--- src/bpm_pkg.sv ---
// Shared types, constants and the window average function for the breath pressure monitor.
`default_nettype none

package bpm_pkg;

  // Window geometry
  localparam int WINDOW_DEPTH = 8;
  localparam int LOG_D        = $clog2(WINDOW_DEPTH);
  localparam int POS_W        = (WINDOW_DEPTH > 1) ? $clog2(WINDOW_DEPTH) : 1;
  localparam bit DIV_POW2     = ((WINDOW_DEPTH & (WINDOW_DEPTH - 1)) == 0);

  // Entries are kept as 24-bit signed; clamped flow is never negative
  localparam int ENTRY_W = 24;
  localparam int SUM_W   = ENTRY_W + LOG_D;

  // Reciprocal for a depth that is not a power of two: exact for |sum| < 2**SUM_W
  localparam int RECIP_K = SUM_W + LOG_D;
  localparam int RECIP_W = SUM_W + 1;
  localparam logic [RECIP_W-1:0] RECIP =
    RECIP_W'(((64'd1 << RECIP_K) + 64'(WINDOW_DEPTH) - 64'd1) / 64'(WINDOW_DEPTH));

  // Op codes
  localparam logic [2:0] OP_INH       = 3'd0;
  localparam logic [2:0] OP_EXH       = 3'd1;
  localparam logic [2:0] OP_START     = 3'd2;
  localparam logic [2:0] OP_HIGH      = 3'd3;
  localparam logic [2:0] OP_LOW       = 3'd4;
  localparam logic [2:0] OP_CLR_INH   = 3'd5;

  // Config register indexes
  localparam int CFG_IDX_W = 2;
  localparam logic [CFG_IDX_W-1:0] REG_BASELINE   = 2'd0;
  localparam logic [CFG_IDX_W-1:0] REG_PEAK_START = 2'd1;

  localparam logic signed [15:0] PRESS_MIN = 16'sh8000;
  localparam logic [14:0]        COUNT_MAX = 15'h7fff;

  typedef struct packed {
    logic wr;
    logic clr;
  } win_ctrl_t;

  typedef struct packed {
    logic inh;
    logic exh;
    logic start;
  } stats_ctrl_t;

  typedef struct packed {
    logic signed [15:0] peak;
    logic signed [31:0] total;
    logic [14:0]        inh_cnt;
    logic [14:0]        exh_cnt;
  } stats_t;

  typedef struct packed {
    logic signed [15:0] peak_inh_pressure;
    logic signed [15:0] end_inh_pressure;
    logic [14:0]        end_inh_pressure_comp;
    logic signed [15:0] end_exh_pressure;
    logic signed [15:0] high_phase_pressure;
    logic signed [15:0] low_phase_pressure;
    logic signed [31:0] pressure_total;
    logic [14:0]        inh_samples;
    logic [14:0]        exh_samples;
    logic [22:0]        end_inh_flow;
    logic [22:0]        end_exh_flow;
  } res_t;

  // Window sum / depth, truncated toward zero
  function automatic logic signed [ENTRY_W-1:0] win_avg(input logic signed [SUM_W-1:0] s);
    logic                       neg;
    logic [SUM_W-1:0]           mag;
    logic [SUM_W+RECIP_W-1:0]   prod;
    logic [SUM_W-1:0]           q;
    neg  = s[SUM_W-1];
    mag  = neg ? $unsigned(-s) : $unsigned(s);
    prod = '0;
    if (DIV_POW2) begin
      q = mag >> LOG_D;
    end else begin
      prod = mag * RECIP;
      q    = SUM_W'(prod >> RECIP_K);
    end
    win_avg = neg ? -$signed(ENTRY_W'(q)) : $signed(ENTRY_W'(q));
  endfunction

endpackage

`default_nettype wire

--- src/bpm_window.sv ---
// Last-N sample window with running sum.
`default_nettype none

module bpm_window (
  input  logic                                    clk_i,
  input  logic                                    rst_ni,
  input  bpm_pkg::win_ctrl_t                      ctrl_i,
  input  logic signed [bpm_pkg::ENTRY_W-1:0]      data_i,
  output logic signed [bpm_pkg::SUM_W-1:0]        sum_o
);

  logic signed [bpm_pkg::ENTRY_W-1:0] entry_q [bpm_pkg::WINDOW_DEPTH];
  logic [bpm_pkg::POS_W-1:0]          pos_q, pos_d;
  logic signed [bpm_pkg::SUM_W-1:0]   sum_q, sum_d;

  always_comb begin
    pos_d = pos_q;
    sum_d = sum_q;
    if (ctrl_i.clr) begin
      pos_d = '0;
      sum_d = '0;
    end else if (ctrl_i.wr) begin
      // replace the oldest entry
      sum_d = sum_q - bpm_pkg::SUM_W'(entry_q[pos_q]) + bpm_pkg::SUM_W'(data_i);
      pos_d = (pos_q == bpm_pkg::POS_W'(bpm_pkg::WINDOW_DEPTH - 1)) ? '0 : pos_q + 1'b1;
    end
  end

  always_ff @(posedge clk_i or negedge rst_ni) begin
    if (!rst_ni) begin
      pos_q <= '0;
      sum_q <= '0;
      for (int i = 0; i < bpm_pkg::WINDOW_DEPTH; i++) begin
        entry_q[i] <= '0;
      end
    end else begin
      pos_q <= pos_d;
      sum_q <= sum_d;
      if (ctrl_i.clr) begin
        for (int i = 0; i < bpm_pkg::WINDOW_DEPTH; i++) begin
          entry_q[i] <= '0;
        end
      end else if (ctrl_i.wr) begin
        entry_q[pos_q] <= data_i;
      end
    end
  end

  assign sum_o = sum_q;

endmodule

`default_nettype wire

--- src/bpm_stats.sv ---
// Peak pressure, saturating pressure sum and sample counters.
`default_nettype none

module bpm_stats (
  input  logic                  clk_i,
  input  logic                  rst_ni,
  input  bpm_pkg::stats_ctrl_t  ctrl_i,
  input  logic signed [15:0]    pressure_i,
  input  logic signed [15:0]    peak_start_i,
  output bpm_pkg::stats_t       stats_o
);

  bpm_pkg::stats_t    st_q, st_d;
  logic signed [32:0] acc_sum;

  always_comb begin
    st_d    = st_q;
    acc_sum = 33'(st_q.total) + 33'(pressure_i);
    if (ctrl_i.start) begin
      st_d.peak    = peak_start_i;
      st_d.total   = '0;
      st_d.inh_cnt = '0;
      st_d.exh_cnt = '0;
    end else if (ctrl_i.inh || ctrl_i.exh) begin
      // saturate at 32-bit signed limits
      if (acc_sum[32] != acc_sum[31]) begin
        st_d.total = acc_sum[32] ? 32'sh8000_0000 : 32'sh7fff_ffff;
      end else begin
        st_d.total = acc_sum[31:0];
      end
      if (ctrl_i.inh) begin
        if (pressure_i > st_q.peak) st_d.peak = pressure_i;
        if (st_q.inh_cnt != bpm_pkg::COUNT_MAX) st_d.inh_cnt = st_q.inh_cnt + 1'b1;
      end else begin
        if (st_q.exh_cnt != bpm_pkg::COUNT_MAX) st_d.exh_cnt = st_q.exh_cnt + 1'b1;
      end
    end
  end

  always_ff @(posedge clk_i or negedge rst_ni) begin
    if (!rst_ni) begin
      st_q.peak    <= bpm_pkg::PRESS_MIN;
      st_q.total   <= '0;
      st_q.inh_cnt <= '0;
      st_q.exh_cnt <= '0;
    end else begin
      st_q <= st_d;
    end
  end

  assign stats_o = st_q;

endmodule

`default_nettype wire

--- src/bpm_out.sv ---
// Averages, baseline compensation and the result register.
`default_nettype none

module bpm_out (
  input  logic                               clk_i,
  input  logic                               rst_ni,
  input  logic                               load_i,
  input  logic                               out_ready_i,
  input  logic signed [bpm_pkg::SUM_W-1:0]   inh_press_sum_i,
  input  logic signed [bpm_pkg::SUM_W-1:0]   exh_press_sum_i,
  input  logic signed [bpm_pkg::SUM_W-1:0]   high_sum_i,
  input  logic signed [bpm_pkg::SUM_W-1:0]   low_sum_i,
  input  logic signed [bpm_pkg::SUM_W-1:0]   inh_flow_sum_i,
  input  logic signed [bpm_pkg::SUM_W-1:0]   exh_flow_sum_i,
  input  bpm_pkg::stats_t                    stats_i,
  input  logic [14:0]                        baseline_i,
  output logic                               out_valid_o,
  output bpm_pkg::res_t                      res_o
);

  logic signed [bpm_pkg::ENTRY_W-1:0] inh_avg, exh_avg, high_avg, low_avg;
  logic signed [bpm_pkg::ENTRY_W-1:0] inh_flow_avg, exh_flow_avg;
  logic signed [16:0]                 comp_diff;
  bpm_pkg::res_t                      res_d, res_q;
  logic                               valid_q, valid_d;

  always_comb begin
    inh_avg      = bpm_pkg::win_avg(inh_press_sum_i);
    exh_avg      = bpm_pkg::win_avg(exh_press_sum_i);
    high_avg     = bpm_pkg::win_avg(high_sum_i);
    low_avg      = bpm_pkg::win_avg(low_sum_i);
    inh_flow_avg = bpm_pkg::win_avg(inh_flow_sum_i);
    exh_flow_avg = bpm_pkg::win_avg(exh_flow_sum_i);
    comp_diff    = 17'($signed(inh_avg[15:0])) - $signed({2'b00, baseline_i});

    res_d.peak_inh_pressure     = stats_i.peak;
    res_d.end_inh_pressure      = inh_avg[15:0];
    res_d.end_inh_pressure_comp = comp_diff[16] ? '0 : comp_diff[14:0];
    res_d.end_exh_pressure      = exh_avg[15:0];
    res_d.high_phase_pressure   = high_avg[15:0];
    res_d.low_phase_pressure    = low_avg[15:0];
    res_d.pressure_total        = stats_i.total;
    res_d.inh_samples           = stats_i.inh_cnt;
    res_d.exh_samples           = stats_i.exh_cnt;
    res_d.end_inh_flow          = inh_flow_avg[22:0];
    res_d.end_exh_flow          = exh_flow_avg[22:0];

    valid_d = load_i ? 1'b1 : (out_ready_i ? 1'b0 : valid_q);
  end

  always_ff @(posedge clk_i or negedge rst_ni) begin
    if (!rst_ni) begin
      valid_q <= 1'b0;
    end else begin
      valid_q <= valid_d;
    end
  end

  always_ff @(posedge clk_i) begin
    if (load_i) begin
      res_q <= res_d;
    end
  end

  assign out_valid_o = valid_q;
  assign res_o       = res_q;

endmodule

`default_nettype wire

--- src/breath_pressure_monitor_core.sv ---
// Top level of the breath pressure monitor: handshake, config registers, op decode.
// Usage:
//  - Input channel (in_valid_i/in_ready_o) carries one word per control cycle:
//    op_i, pressure_i, net_flow_i. The op selects inhalation, exhalation,
//    breath start, APRV high, APRV low or clear of the inhalation pressure window.
//  - Output channel (out_valid_o/out_ready_i) returns one word per input word:
//    peak, window averages, compensated end inhalation pressure, totals, counts.
//  - Config channel (cfg_valid_i/cfg_ready_o) writes baseline_pressure (index 0)
//    and peak_start_value (index 1); other indexes are dropped. Always ready.
//    Write only while no word is in flight.
//  - Timing: state updates at the accept edge; the result register loads from the
//    state registers once it is empty or being read, and out_valid_o rises with that load.
//  - Throughput: one word per cycle while the receiver keeps up. Running
//    window sums keep each update to one add/subtract; the average is a
//    shift (or a reciprocal multiply) in the result stage.
//  - Receiver stall: one finished word waits in the result register while the
//    next accepted word sits in the state registers; in_ready_o drops only
//    when both are held.
//  - Reset: windows, sums and counts zero, peak -32768, baseline 0,
//    peak start -32768, no word pending.
`default_nettype none

module breath_pressure_monitor_core (
  input  logic                              clk_i,
  input  logic                              rst_ni,
  // input words
  input  logic                              in_valid_i,
  output logic                              in_ready_o,
  input  logic [2:0]                        op_i,
  input  logic signed [15:0]                pressure_i,
  input  logic signed [23:0]                net_flow_i,
  // config writes
  input  logic                              cfg_valid_i,
  output logic                              cfg_ready_o,
  input  logic [bpm_pkg::CFG_IDX_W-1:0]     cfg_index_i,
  input  logic [15:0]                       cfg_data_i,
  // result words
  output logic                              out_valid_o,
  input  logic                              out_ready_i,
  output logic signed [15:0]                peak_inh_pressure_o,
  output logic signed [15:0]                end_inh_pressure_o,
  output logic [14:0]                       end_inh_pressure_comp_o,
  output logic signed [15:0]                end_exh_pressure_o,
  output logic signed [15:0]                high_phase_pressure_o,
  output logic signed [15:0]                low_phase_pressure_o,
  output logic signed [31:0]                pressure_total_o,
  output logic [14:0]                       inh_samples_o,
  output logic [14:0]                       exh_samples_o,
  output logic [22:0]                       end_inh_flow_o,
  output logic [22:0]                       end_exh_flow_o
);

  logic                  in_acc;
  logic                  pend_q, pend_d;   // state holds an item not yet in the result reg
  logic                  adv;
  logic [14:0]           baseline_q;
  logic signed [15:0]    peak_start_q;

  logic signed [bpm_pkg::ENTRY_W-1:0] press_ext, flow_clamp;

  bpm_pkg::win_ctrl_t    inh_press_ctrl, inh_flow_ctrl, exh_ctrl, high_ctrl, low_ctrl;
  bpm_pkg::stats_ctrl_t  stats_ctrl;
  bpm_pkg::stats_t       stats;
  bpm_pkg::res_t         res;

  logic signed [bpm_pkg::SUM_W-1:0] inh_press_sum, exh_press_sum, high_sum, low_sum;
  logic signed [bpm_pkg::SUM_W-1:0] inh_flow_sum, exh_flow_sum;

  // Handshake: state stage feeds the result register
  assign adv        = pend_q && (!out_valid_o || out_ready_i);
  assign in_ready_o = !pend_q || adv;
  assign in_acc     = in_valid_i && in_ready_o;
  assign pend_d     = in_acc ? 1'b1 : (adv ? 1'b0 : pend_q);

  always_ff @(posedge clk_i or negedge rst_ni) begin
    if (!rst_ni) begin
      pend_q <= 1'b0;
    end else begin
      pend_q <= pend_d;
    end
  end

  // Config registers
  assign cfg_ready_o = 1'b1;

  always_ff @(posedge clk_i or negedge rst_ni) begin
    if (!rst_ni) begin
      baseline_q   <= '0;
      peak_start_q <= bpm_pkg::PRESS_MIN;
    end else if (cfg_valid_i) begin
      if (cfg_index_i == bpm_pkg::REG_BASELINE) begin
        baseline_q <= cfg_data_i[14:0];
      end else if (cfg_index_i == bpm_pkg::REG_PEAK_START) begin
        peak_start_q <= cfg_data_i;
      end
    end
  end

  // Sample formatting: flow below zero stores as zero
  assign press_ext  = bpm_pkg::ENTRY_W'(pressure_i);
  assign flow_clamp = net_flow_i[23] ? '0 : net_flow_i;

  // Op decode
  always_comb begin
    inh_press_ctrl = '0;
    inh_flow_ctrl  = '0;
    exh_ctrl       = '0;
    high_ctrl      = '0;
    low_ctrl       = '0;
    stats_ctrl     = '0;
    if (in_acc) begin
      unique case (op_i)
        bpm_pkg::OP_INH: begin
          inh_press_ctrl.wr = 1'b1;
          inh_flow_ctrl.wr  = 1'b1;
          stats_ctrl.inh    = 1'b1;
        end
        bpm_pkg::OP_EXH: begin
          exh_ctrl.wr    = 1'b1;
          stats_ctrl.exh = 1'b1;
        end
        bpm_pkg::OP_START: begin
          // low window survives a breath start
          inh_press_ctrl.clr = 1'b1;
          inh_flow_ctrl.clr  = 1'b1;
          exh_ctrl.clr       = 1'b1;
          high_ctrl.clr      = 1'b1;
          stats_ctrl.start   = 1'b1;
        end
        bpm_pkg::OP_HIGH:    high_ctrl.wr       = 1'b1;
        bpm_pkg::OP_LOW:     low_ctrl.wr        = 1'b1;
        bpm_pkg::OP_CLR_INH: inh_press_ctrl.clr = 1'b1;
        default: ;
      endcase
    end
  end

  bpm_window u_inh_press (
    .clk_i, .rst_ni, .ctrl_i(inh_press_ctrl), .data_i(press_ext), .sum_o(inh_press_sum)
  );

  bpm_window u_inh_flow (
    .clk_i, .rst_ni, .ctrl_i(inh_flow_ctrl), .data_i(flow_clamp), .sum_o(inh_flow_sum)
  );

  bpm_window u_exh_press (
    .clk_i, .rst_ni, .ctrl_i(exh_ctrl), .data_i(press_ext), .sum_o(exh_press_sum)
  );

  bpm_window u_exh_flow (
    .clk_i, .rst_ni, .ctrl_i(exh_ctrl), .data_i(flow_clamp), .sum_o(exh_flow_sum)
  );

  bpm_window u_high (
    .clk_i, .rst_ni, .ctrl_i(high_ctrl), .data_i(press_ext), .sum_o(high_sum)
  );

  bpm_window u_low (
    .clk_i, .rst_ni, .ctrl_i(low_ctrl), .data_i(press_ext), .sum_o(low_sum)
  );

  bpm_stats u_stats (
    .clk_i,
    .rst_ni,
    .ctrl_i      (stats_ctrl),
    .pressure_i  (pressure_i),
    .peak_start_i(peak_start_q),
    .stats_o     (stats)
  );

  bpm_out u_out (
    .clk_i,
    .rst_ni,
    .load_i         (adv),
    .out_ready_i    (out_ready_i),
    .inh_press_sum_i(inh_press_sum),
    .exh_press_sum_i(exh_press_sum),
    .high_sum_i     (high_sum),
    .low_sum_i      (low_sum),
    .inh_flow_sum_i (inh_flow_sum),
    .exh_flow_sum_i (exh_flow_sum),
    .stats_i        (stats),
    .baseline_i     (baseline_q),
    .out_valid_o    (out_valid_o),
    .res_o          (res)
  );

  assign peak_inh_pressure_o     = res.peak_inh_pressure;
  assign end_inh_pressure_o      = res.end_inh_pressure;
  assign end_inh_pressure_comp_o = res.end_inh_pressure_comp;
  assign end_exh_pressure_o      = res.end_exh_pressure;
  assign high_phase_pressure_o   = res.high_phase_pressure;
  assign low_phase_pressure_o    = res.low_phase_pressure;
  assign pressure_total_o        = res.pressure_total;
  assign inh_samples_o           = res.inh_samples;
  assign exh_samples_o           = res.exh_samples;
  assign end_inh_flow_o          = res.end_inh_flow;
  assign end_exh_flow_o          = res.end_exh_flow;

endmodule

`default_nettype wire

--- config.mk ---
export PLATFORM = sky130hd
export DESIGN_NAME = breath_pressure_monitor_core
export DESIGN_NICKNAME = d
export VERILOG_FILES = /design/src/bpm_pkg.sv /design/src/bpm_window.sv /design/src/bpm_stats.sv /design/src/bpm_out.sv /design/src/breath_pressure_monitor_core.sv
export SDC_FILE = /design/constraint.sdc
export NUM_CORES = 2
export LEC_CHECK = 0
export ABC_AREA = 1
export BUFFER_PORTS_ARGS = -buffer_cell sky130_fd_sc_hd__buf_2
export CAP_MARGIN = 20
export CORE_ASPECT_RATIO = 0.8
export CORE_UTILIZATION = 33
export DETAILED_ROUTE_END_ITERATION = 7
export PLACE_DENSITY = 0.49
export SYNTH_ARGS = -nofsm -noshare
export SYNTH_HDL_FRONTEND = slang
export SYNTH_HIERARCHICAL = 1
export SYNTH_SLANG_ARGS = --single-unit
--- constraint.sdc ---
create_clock -name clk_i -period 16.22 [get_ports clk_i]
set_input_delay 1.622 -clock clk_i [delete_from_list [all_inputs] [get_ports clk_i]]
set_output_delay 1.622 -clock clk_i [all_outputs]
set_load 0.005 [all_outputs]
# Word level (Yosys, flattened, before mapping)
# Cells that the tools add are included.
[word_totals] register_bits=1646 latch_bits=0 ramBits=0 romBits=0 input_bits=66 out_inout_bits=206 elab_cells=292 mem_count=0
[classes] add_sub_neg=34 n_mul=0 div_mod_pow=0 order_cmp=13 eq_ne=16 shifts=0 n_mux=111 bitwise=7 reduce_logical=32
[ops] operator="$mux 192" n=10
[ops] operator="$bwmux 192" n=6
[ops] operator="$bmux 24 s3" n=6
[ops] operator="$demux 24 s3" n=6
[ops] operator="$mux 24" n=18
[ops] operator="$mux 27" n=10
[ops] operator="$sub 27x24->27" n=6
[ops] operator="$mux 78" n=2
[ops] operator="$add 27x16->27" n=4
[ops] operator="$mux 16" n=6
[ops] operator="$mux 19" n=4
[ops] operator="$neg 19->19" n=4
[ops] operator="$mux 23" n=3
[ops] operator="$mux 32" n=2
[ops] operator="$neg 16->16" n=4
[ops] operator="$mux 15" n=4
[ops] operator="$add 27x24->27" n=2
[ops] operator="$mux 26" n=2
[ops] operator="$neg 26->26" n=2
[ops] operator="$mux 3" n=17
[ops] operator="$neg 23->23" n=2
[ops] operator="$add 32x16->33" n=1
[ops] operator="$add 15x1->15 const B" n=2
[ops] operator="$ne 15x15->1 const B" n=2
[ops] operator="24 further kinds" n=88

# Depth between registers and ports, before layout
[depth] ltp_word=9 depth_mapped=25 mapped_depth_nobuf=24

# Modules after synthesis
# Netlist, hierarchy kept.
[by_module_without_submodules] mod="bpm_window at u_inh_flow ..." n_inst=2 cells_each=1488 area_each_um2=12092.8 seq_area_each_um2=5555.3
[by_module_without_submodules] mod="bpm_window at u_exh_flow ..." n_inst=2 cells_each=1478 area_each_um2=12029.0 seq_area_each_um2=5555.3
[by_module_without_submodules] mod="bpm_out" n_inst=1 cells_each=1626 area_each_um2=13252.7 seq_area_each_um2=6120.9
[by_module_without_submodules] mod="bpm_window at u_low" n_inst=1 cells_each=1491 area_each_um2=12120.4 seq_area_each_um2=5555.3
[by_module_without_submodules] mod="bpm_window at u_high" n_inst=1 cells_each=1487 area_each_um2=12097.9 seq_area_each_um2=5555.3
[by_module_without_submodules] mod="bpm_stats" n_inst=1 cells_each=1108 area_each_um2=6877.8 seq_area_each_um2=1953.1
[by_module_without_submodules] mod="breath_pressure_monitor_core" n_inst=1 cells_each=211 area_each_um2=1576.5 seq_area_each_um2=802.0

# Least setup slack after synthesis
# No wires, ideal clock.
[synth_timing] kind="input to register" startpoint="input out_ready_i" endpoint="register u_out.valid_q (netlist: u_out/out_valid_o)" setup_time_ns=0.175 arrival_ns=17.424 t_required_ns=16.045 path_slack_ns=-1.379 path_stages=3 path_buffers=0 path_cell_list="inv_1 -> a21boi_0 -> o21bai_1"
[synth_between] elab_chain_len=3 word_cells_on_any_way=4 cone_classes="1 x mux; 3 x reduce/logical"
[synth_rtl] item="from (decl)" line_no="breath_pressure_monitor_core.sv:39" text="input logic out_ready_i,"
[synth_rtl] item="$logic_or 1x1->1 *" line_no="breath_pressure_monitor_core.sv:70" text="assign adv = pend_q && (!out_valid_o || out_ready_i);"
[synth_rtl] item="$logic_and 1x1->1 *" line_no="breath_pressure_monitor_core.sv:70"
[synth_rtl] item="named net adv" line_no="breath_pressure_monitor_core.sv:55" text="logic adv;"
[synth_rtl] item="$mux 1 / $reduce_bool 2->1 (equally long branches)"
[synth_rtl] item="to (signal assigned)" line_no="bpm_out.sv:55" text="valid_q <= valid_d;"
[synth_rtl] item="to (decl)" line_no="bpm_out.sv:25" text="logic valid_q, valid_d;"
# The timed path passes the listed nets; every way through them passes the cells marked *.
# A chain may end at the register's enable or synchronous reset.

# Final worst setup path
[layout_timing] startpoint="register u_exh_press/pos_q[2] in the netlist's numbering" endpoint="register u_exh_press.sum_q (netlist bit u_exh_press/sum_o[19])"
[layout_between] elab_chain_len=8
[layout_rtl] item="from (decl)" line_no="bpm_window.sv:13" text="logic [bpm_pkg::POS_W-1:0] pos_q, pos_d;"
[layout_rtl] item="from (signal assigned)" line_no="bpm_window.sv:37" text="pos_q <= pos_d;"
[layout_rtl] item="$not 3->4 (implied by the code)" line_no="bpm_window.sv:24" text="sum_d = sum_q - bpm_pkg::SUM_W'(entry_q[pos_q]) + bpm_pkg::SUM_W'(data_i);"
[layout_rtl] item="$bmux 24 s3" line_no="bpm_window.sv:24"
[layout_rtl] item="$mux 24 (implied by the code) (2 in series)" line_no="bpm_window.sv:24"
[layout_rtl] item="$sub 27x24->27" line_no="bpm_window.sv:24"
[layout_rtl] item="$add 27x16->27" line_no="bpm_window.sv:24"
[layout_rtl] item="$mux 27" line_no="bpm_window.sv:22" text="end else if (ctrl_i.wr) begin"
[layout_rtl] item="$mux 27" line_no="bpm_window.sv:19" text="if (ctrl_i.clr) begin"
[layout_rtl] item="to (signal assigned)" line_no="bpm_window.sv:38" text="sum_q <= sum_d;"
[layout_rtl] item="to (decl)" line_no="bpm_window.sv:14" text="logic signed [bpm_pkg::SUM_W-1:0] sum_q, sum_d;"
# No other way between the ends. The select of a mux whose other input is x is not followed.

==> insert_results.sql <==
INSERT INTO impl_metrics (metric_group, metric, value, unit) VALUES
('pwr', 'netSwitchingFraction', '45.7', '%'),
('place', 'io_buffer_count', '270', ''),
('pwr', 'power.density', '194', 'nW/um^2'),
('finish', 'post_route_cells_drive_above_1_share', '7.87', '%'),
('synthesis', 'syn_avg_cell_area', '7.94', 'sq um'),
('critical_path', 'path_max_fanout', '18', ''),
('global_routing', 'grt_start_max_net_pins', '166', ''),
('sta', 'max-slew-margin-rel', '23.2', '%'),
('global_routing', 'grt_first_pass_wirelength', '499000', 'microns'),
('synthesis', 'synth_top_cells_by_area', 'sky130_fd_sc_hd__dfrtp_1, sky130_fd_sc_hd__nand2_1, sky130_fd_sc_hd__inv_1, sky130_fd_sc_hd__edfxtp_1, sky130_fd_sc_hd__o22ai_1', ''),
('outcome', 'status', 'finished clean', ''),
('critical_path', 'critical_path_buf_inv_count', '4', ''),
('synthesis', 'synth.cell_area', '94200', 'sq um'),
('drt', 'drt_first_pass_iters', '6', ''),
('cts', 'clk_transition_reported_paths', '0.06', 'ns'),
('global_routing', 'grt_remaining_overflow', '0', ''),
('pwr', 'p_int', '0.0112', 'W'),
('global_routing', 'grt.total_usage', '22.4', '%'),
('hold_path', 'hold_class', 'flip-flop to flip-flop', ''),
('sta', 'setup-violations-final', '0', ''),
('floorplanning', 'die_height', '480', 'microns'),
('pwr', 'final_total_power', '0.0205', 'W'),
('synthesis', 'synth_warnings', '6', ''),
('job', 'timing.max_cap.violations', '0', ''),
('floorplanning', 'floorplan.initialDensity', '33.2', '%'),
('synthesis', 'synth_edf_count', '203', ''),
('synthesis', 'synthDominantAreaCellType', 'sky130_fd_sc_hd__dfrtp_1', ''),
('finish', 'num-nets-final', '12500', ''),
('finish', 'finish.utilization', '37.2', '%'),
('synthesis', 'ys_ff_latch', '1646', ''),
('synthesis', 'synth_cell_type_count', '57', ''),
('floorplanning', 'die-width', '599', 'microns'),
('pwr', 'power_frac_clock', '21.5', '%'),
('sta', 'hold_viol_final', '0', ''),
('drt', 'via_per_inst', '5.21', ''),
('place', 'pre_cts_ws', '10.68', 'ns'),
('floorplanning', 'core_region_area', '284000', 'sq um'),
('synthesis', 'yosysSeqAreaShare', '44.8', '%'),
('drt', 'routed_wl', '327000', 'microns'),
('cts', 'cts-htree-levels', '4', ''),
('pwr', 'total_switching_power', '0.00940', 'W'),
('sta', 'timing.final.crit_share', '30.8', '%'),
('sta', 'clock.fmax', '200', 'MHz'),
('place', 'dp_cells', '15600', ''),
('pwr', 'pwr-share-comb', '51.1', '%'),
('pwr', 'peakVddDrop', '0.144', 'mV'),
('global_routing', 'grt_pass1_vias', '79700', ''),
('sta', 'unrepaired_setup_endpoints_after_global_routing', 'false', ''),
('critical_path', 'top_family_by_delay_on_critical_path', 'simple AND/OR/NAND/NOR gates', ''),
('critical_path', 'slowest_cell_delay_on_critical_path', '0.83', 'ns'),
('floorplanning', 'pin_count', '272', ''),
('synthesis', 'post-synth-top-area-fraction', '38.3', '%'),
('cts', 'cts_buffers', '191', ''),
('critical_path', 'slowest_stage', 'sky130_fd_sc_hd__clkinv_1', ''),
('critical_path', 'setup.worst_path.end_class', 'flip-flop', ''),
('drt', 'num_vias', '83200', ''),
('floorplanning', 'die_area', '288000', 'sq um'),
('cts', 'root_buffer', 'sky130_fd_sc_hd__clkbuf_16', ''),
('global_routing', 'grt_antenna_before_repair', '5', ''),
('pwr', 'leakage', '51.8', 'nW'),
('critical_path', 'crit_path_start_kind', 'flip-flop', ''),
('drt', 'drtAntennaViolNets', '0', ''),
('cts', 'clock_sinks', '1646', ''),
('drt', 'average_wire_per_cell_in_the_routed_design', '20.5', 'microns'),
('cts', 'postCtsSetupBuffers', '0', ''),
('place', 'place_hpwl', '220000', 'microns'),
('place', 'finalWeightedCongestion', '0.903', ''),
('sta', 'timing_worst_slew_pin_value', '1.15', 'ns'),
('sta', 'final.setup_skew', '0.0617', 'ns'),
('critical_path', 'timing_worst_setup_path_type', 'flip-flop to flip-flop', ''),
('synthesis', 'ys.flop_type', 'sky130_fd_sc_hd__dfrtp_1', '');
-- stage by stage --
step / hold slack, ns / cell area (sq um)
global placement: 0.438 / 99300
finish: 0.446 / 106000
floorplan: 0.425 / 94200
CTS: 0.447 / 106000
detailed placement: 0.431 / 99400
global route: 0.460 / 106000
-- area by class of cell --
class,instances,area [sq um]
Timing Repair Buffer,401,2460
Multi-Input combinational cell,7436,41200
Fill cell,29400,178000
Inverter,2333,8770
Clock buffer,268,5480
Clock inverter,69,793
Tap cell,3805,4760
Antenna cell,2,5.00
Sequential cell,1646,42200
-- cell usage in the layout, fill, tap and decap left out, types with 29 or more instances in the layout --
| master | count |
|---|---|
| sky130_fd_sc_hd__nand2_1 | 2606 |
| sky130_fd_sc_hd__inv_1 | 2264 |
| sky130_fd_sc_hd__dfrtp_1 | 1440 |
| sky130_fd_sc_hd__nand3_1 | 1101 |
| sky130_fd_sc_hd__o22ai_1 | 889 |
| sky130_fd_sc_hd__o21ai_0 | 716 |
| sky130_fd_sc_hd__nor2_1 | 541 |
| sky130_fd_sc_hd__buf_2 | 268 |
| sky130_fd_sc_hd__ha_1 | 248 |
| sky130_fd_sc_hd__a21oi_1 | 221 |
| sky130_fd_sc_hd__edfxtp_1 | 203 |
| sky130_fd_sc_hd__clkbuf_16 | 194 |
| sky130_fd_sc_hd__fa_1 | 158 |
| sky130_fd_sc_hd__buf_4 | 125 |
| sky130_fd_sc_hd__xor2_1 | 110 |
| sky130_fd_sc_hd__a221oi_1 | 103 |
| sky130_fd_sc_hd__nand4_1 | 90 |
| sky130_fd_sc_hd__xnor2_1 | 76 |
| sky130_fd_sc_hd__o2111ai_1 | 67 |
| sky130_fd_sc_hd__nand2_2 | 66 |
| sky130_fd_sc_hd__inv_2 | 61 |
| sky130_fd_sc_hd__a22oi_1 | 52 |
| sky130_fd_sc_hd__o21ai_1 | 50 |
| sky130_fd_sc_hd__nor3_1 | 41 |
| sky130_fd_sc_hd__clkbuf_1 | 39 |
| sky130_fd_sc_hd__clkbuf_8 | 35 |
| sky130_fd_sc_hd__nand3b_1 | 33 |
| sky130_fd_sc_hd__nor2_4 | 32 |
| sky130_fd_sc_hd__nand3_2 | 32 |
| sky130_fd_sc_hd__clkinv_2 | 29 |
-- flip-flops by register name (all words and copies together), names as in the netlist, 15 cells and up --
register             flops
u_exh_press/sum_o       27
u_stats/stats_o         78
baseline_q              15
u_low/entry_q          192
u_exh_flow/sum_o        27
u_exh_flow/entry_q     192
peak_start_q            16
u_inh_flow/sum_o        27
u_high/entry_q         192
u_exh_press/entry_q    192
u_out/res_o            203
u_inh_press/entry_q    192
u_low/sum_o             27
u_inh_press/sum_o       27
u_high/sum_o            27
u_inh_flow/entry_q     192
-- path summary, 6_finish.rpt --
path,start,endpoint,cells past startpoint,slack (ns)
worst max-delay path,u_exh_press/pos_q[2],u_exh_press/sum_o[19],18,11.22
worst min-delay path,u_stats/stats_o[24],u_out/res_o[70],0,0.45
worst max register to register,u_exh_press/pos_q[2],u_exh_press/sum_o[19],18,11.22
worst min register to register,u_stats/stats_o[24],u_out/res_o[70],0,0.45
max in group asynchronous,rst_ni,u_inh_flow/entry_q[76],5,11.73
min in group asynchronous,rst_ni,u_stats/stats_o[55],1,0.67
-- per-layer routing --
metal / vias up / share of wire [%] / track usage, %
li1: 39000 / - / -
met1: 40700 / 49 / 34.2
met2: 3054 / 42 / 32.8
met3: 413 / 7.1 / 3.45
met4: 0 / 2.2 / 4.95
met5: - / 0 / 0
-- power by group through the flow --
stage                     sequential, W  clock (W)  combinational (W)
final                           0.00564    0.00442             0.0105
after global routing            0.00573    0.00469             0.0119
after CTS                       0.00564    0.00454             0.0104
after detailed placement        0.00571          0             0.0104
after global placement          0.00569          0             0.0103
after floorplan                 0.00554          0            0.00753
-- logic make-up after synthesis --
kind of cell,after synthesis,synth area share (%)
xor gates and xnor gates,189,1.78
and+or+nand+nor,4640,21.3
DFF,1646,44.8
AOI/OAI and AO/OA,2191,13.9
adders and majority gates,406,6.65
other,2,0.00798
buffers and inverters,2781,11.5
-- worst register-to-register path: stages (launching register included) --
cell,delay [ns]
sky130_fd_sc_hd__dfrtp_1,0.50
sky130_fd_sc_hd__inv_1,0.13
sky130_fd_sc_hd__nand3_2,0.31
sky130_fd_sc_hd__clkinv_1,0.83
sky130_fd_sc_hd__nand2_1,0.25
sky130_fd_sc_hd__o2111ai_1,0.21
sky130_fd_sc_hd__or3_1,0.50
sky130_fd_sc_hd__fa_1,0.54
sky130_fd_sc_hd__inv_1,0.04
sky130_fd_sc_hd__ha_1,0.36
sky130_fd_sc_hd__nand2_1,0.14
sky130_fd_sc_hd__nor2_1,0.31
sky130_fd_sc_hd__inv_1,0.07
sky130_fd_sc_hd__nor2_1,0.13
sky130_fd_sc_hd__nand3_1,0.18
sky130_fd_sc_hd__nand3_1,0.13
sky130_fd_sc_hd__nand2_1,0.05
sky130_fd_sc_hd__nand3_1,0.08
sky130_fd_sc_hd__o21ai_0,0.08
No activity file was read; power rests on OpenSTA's default activity.
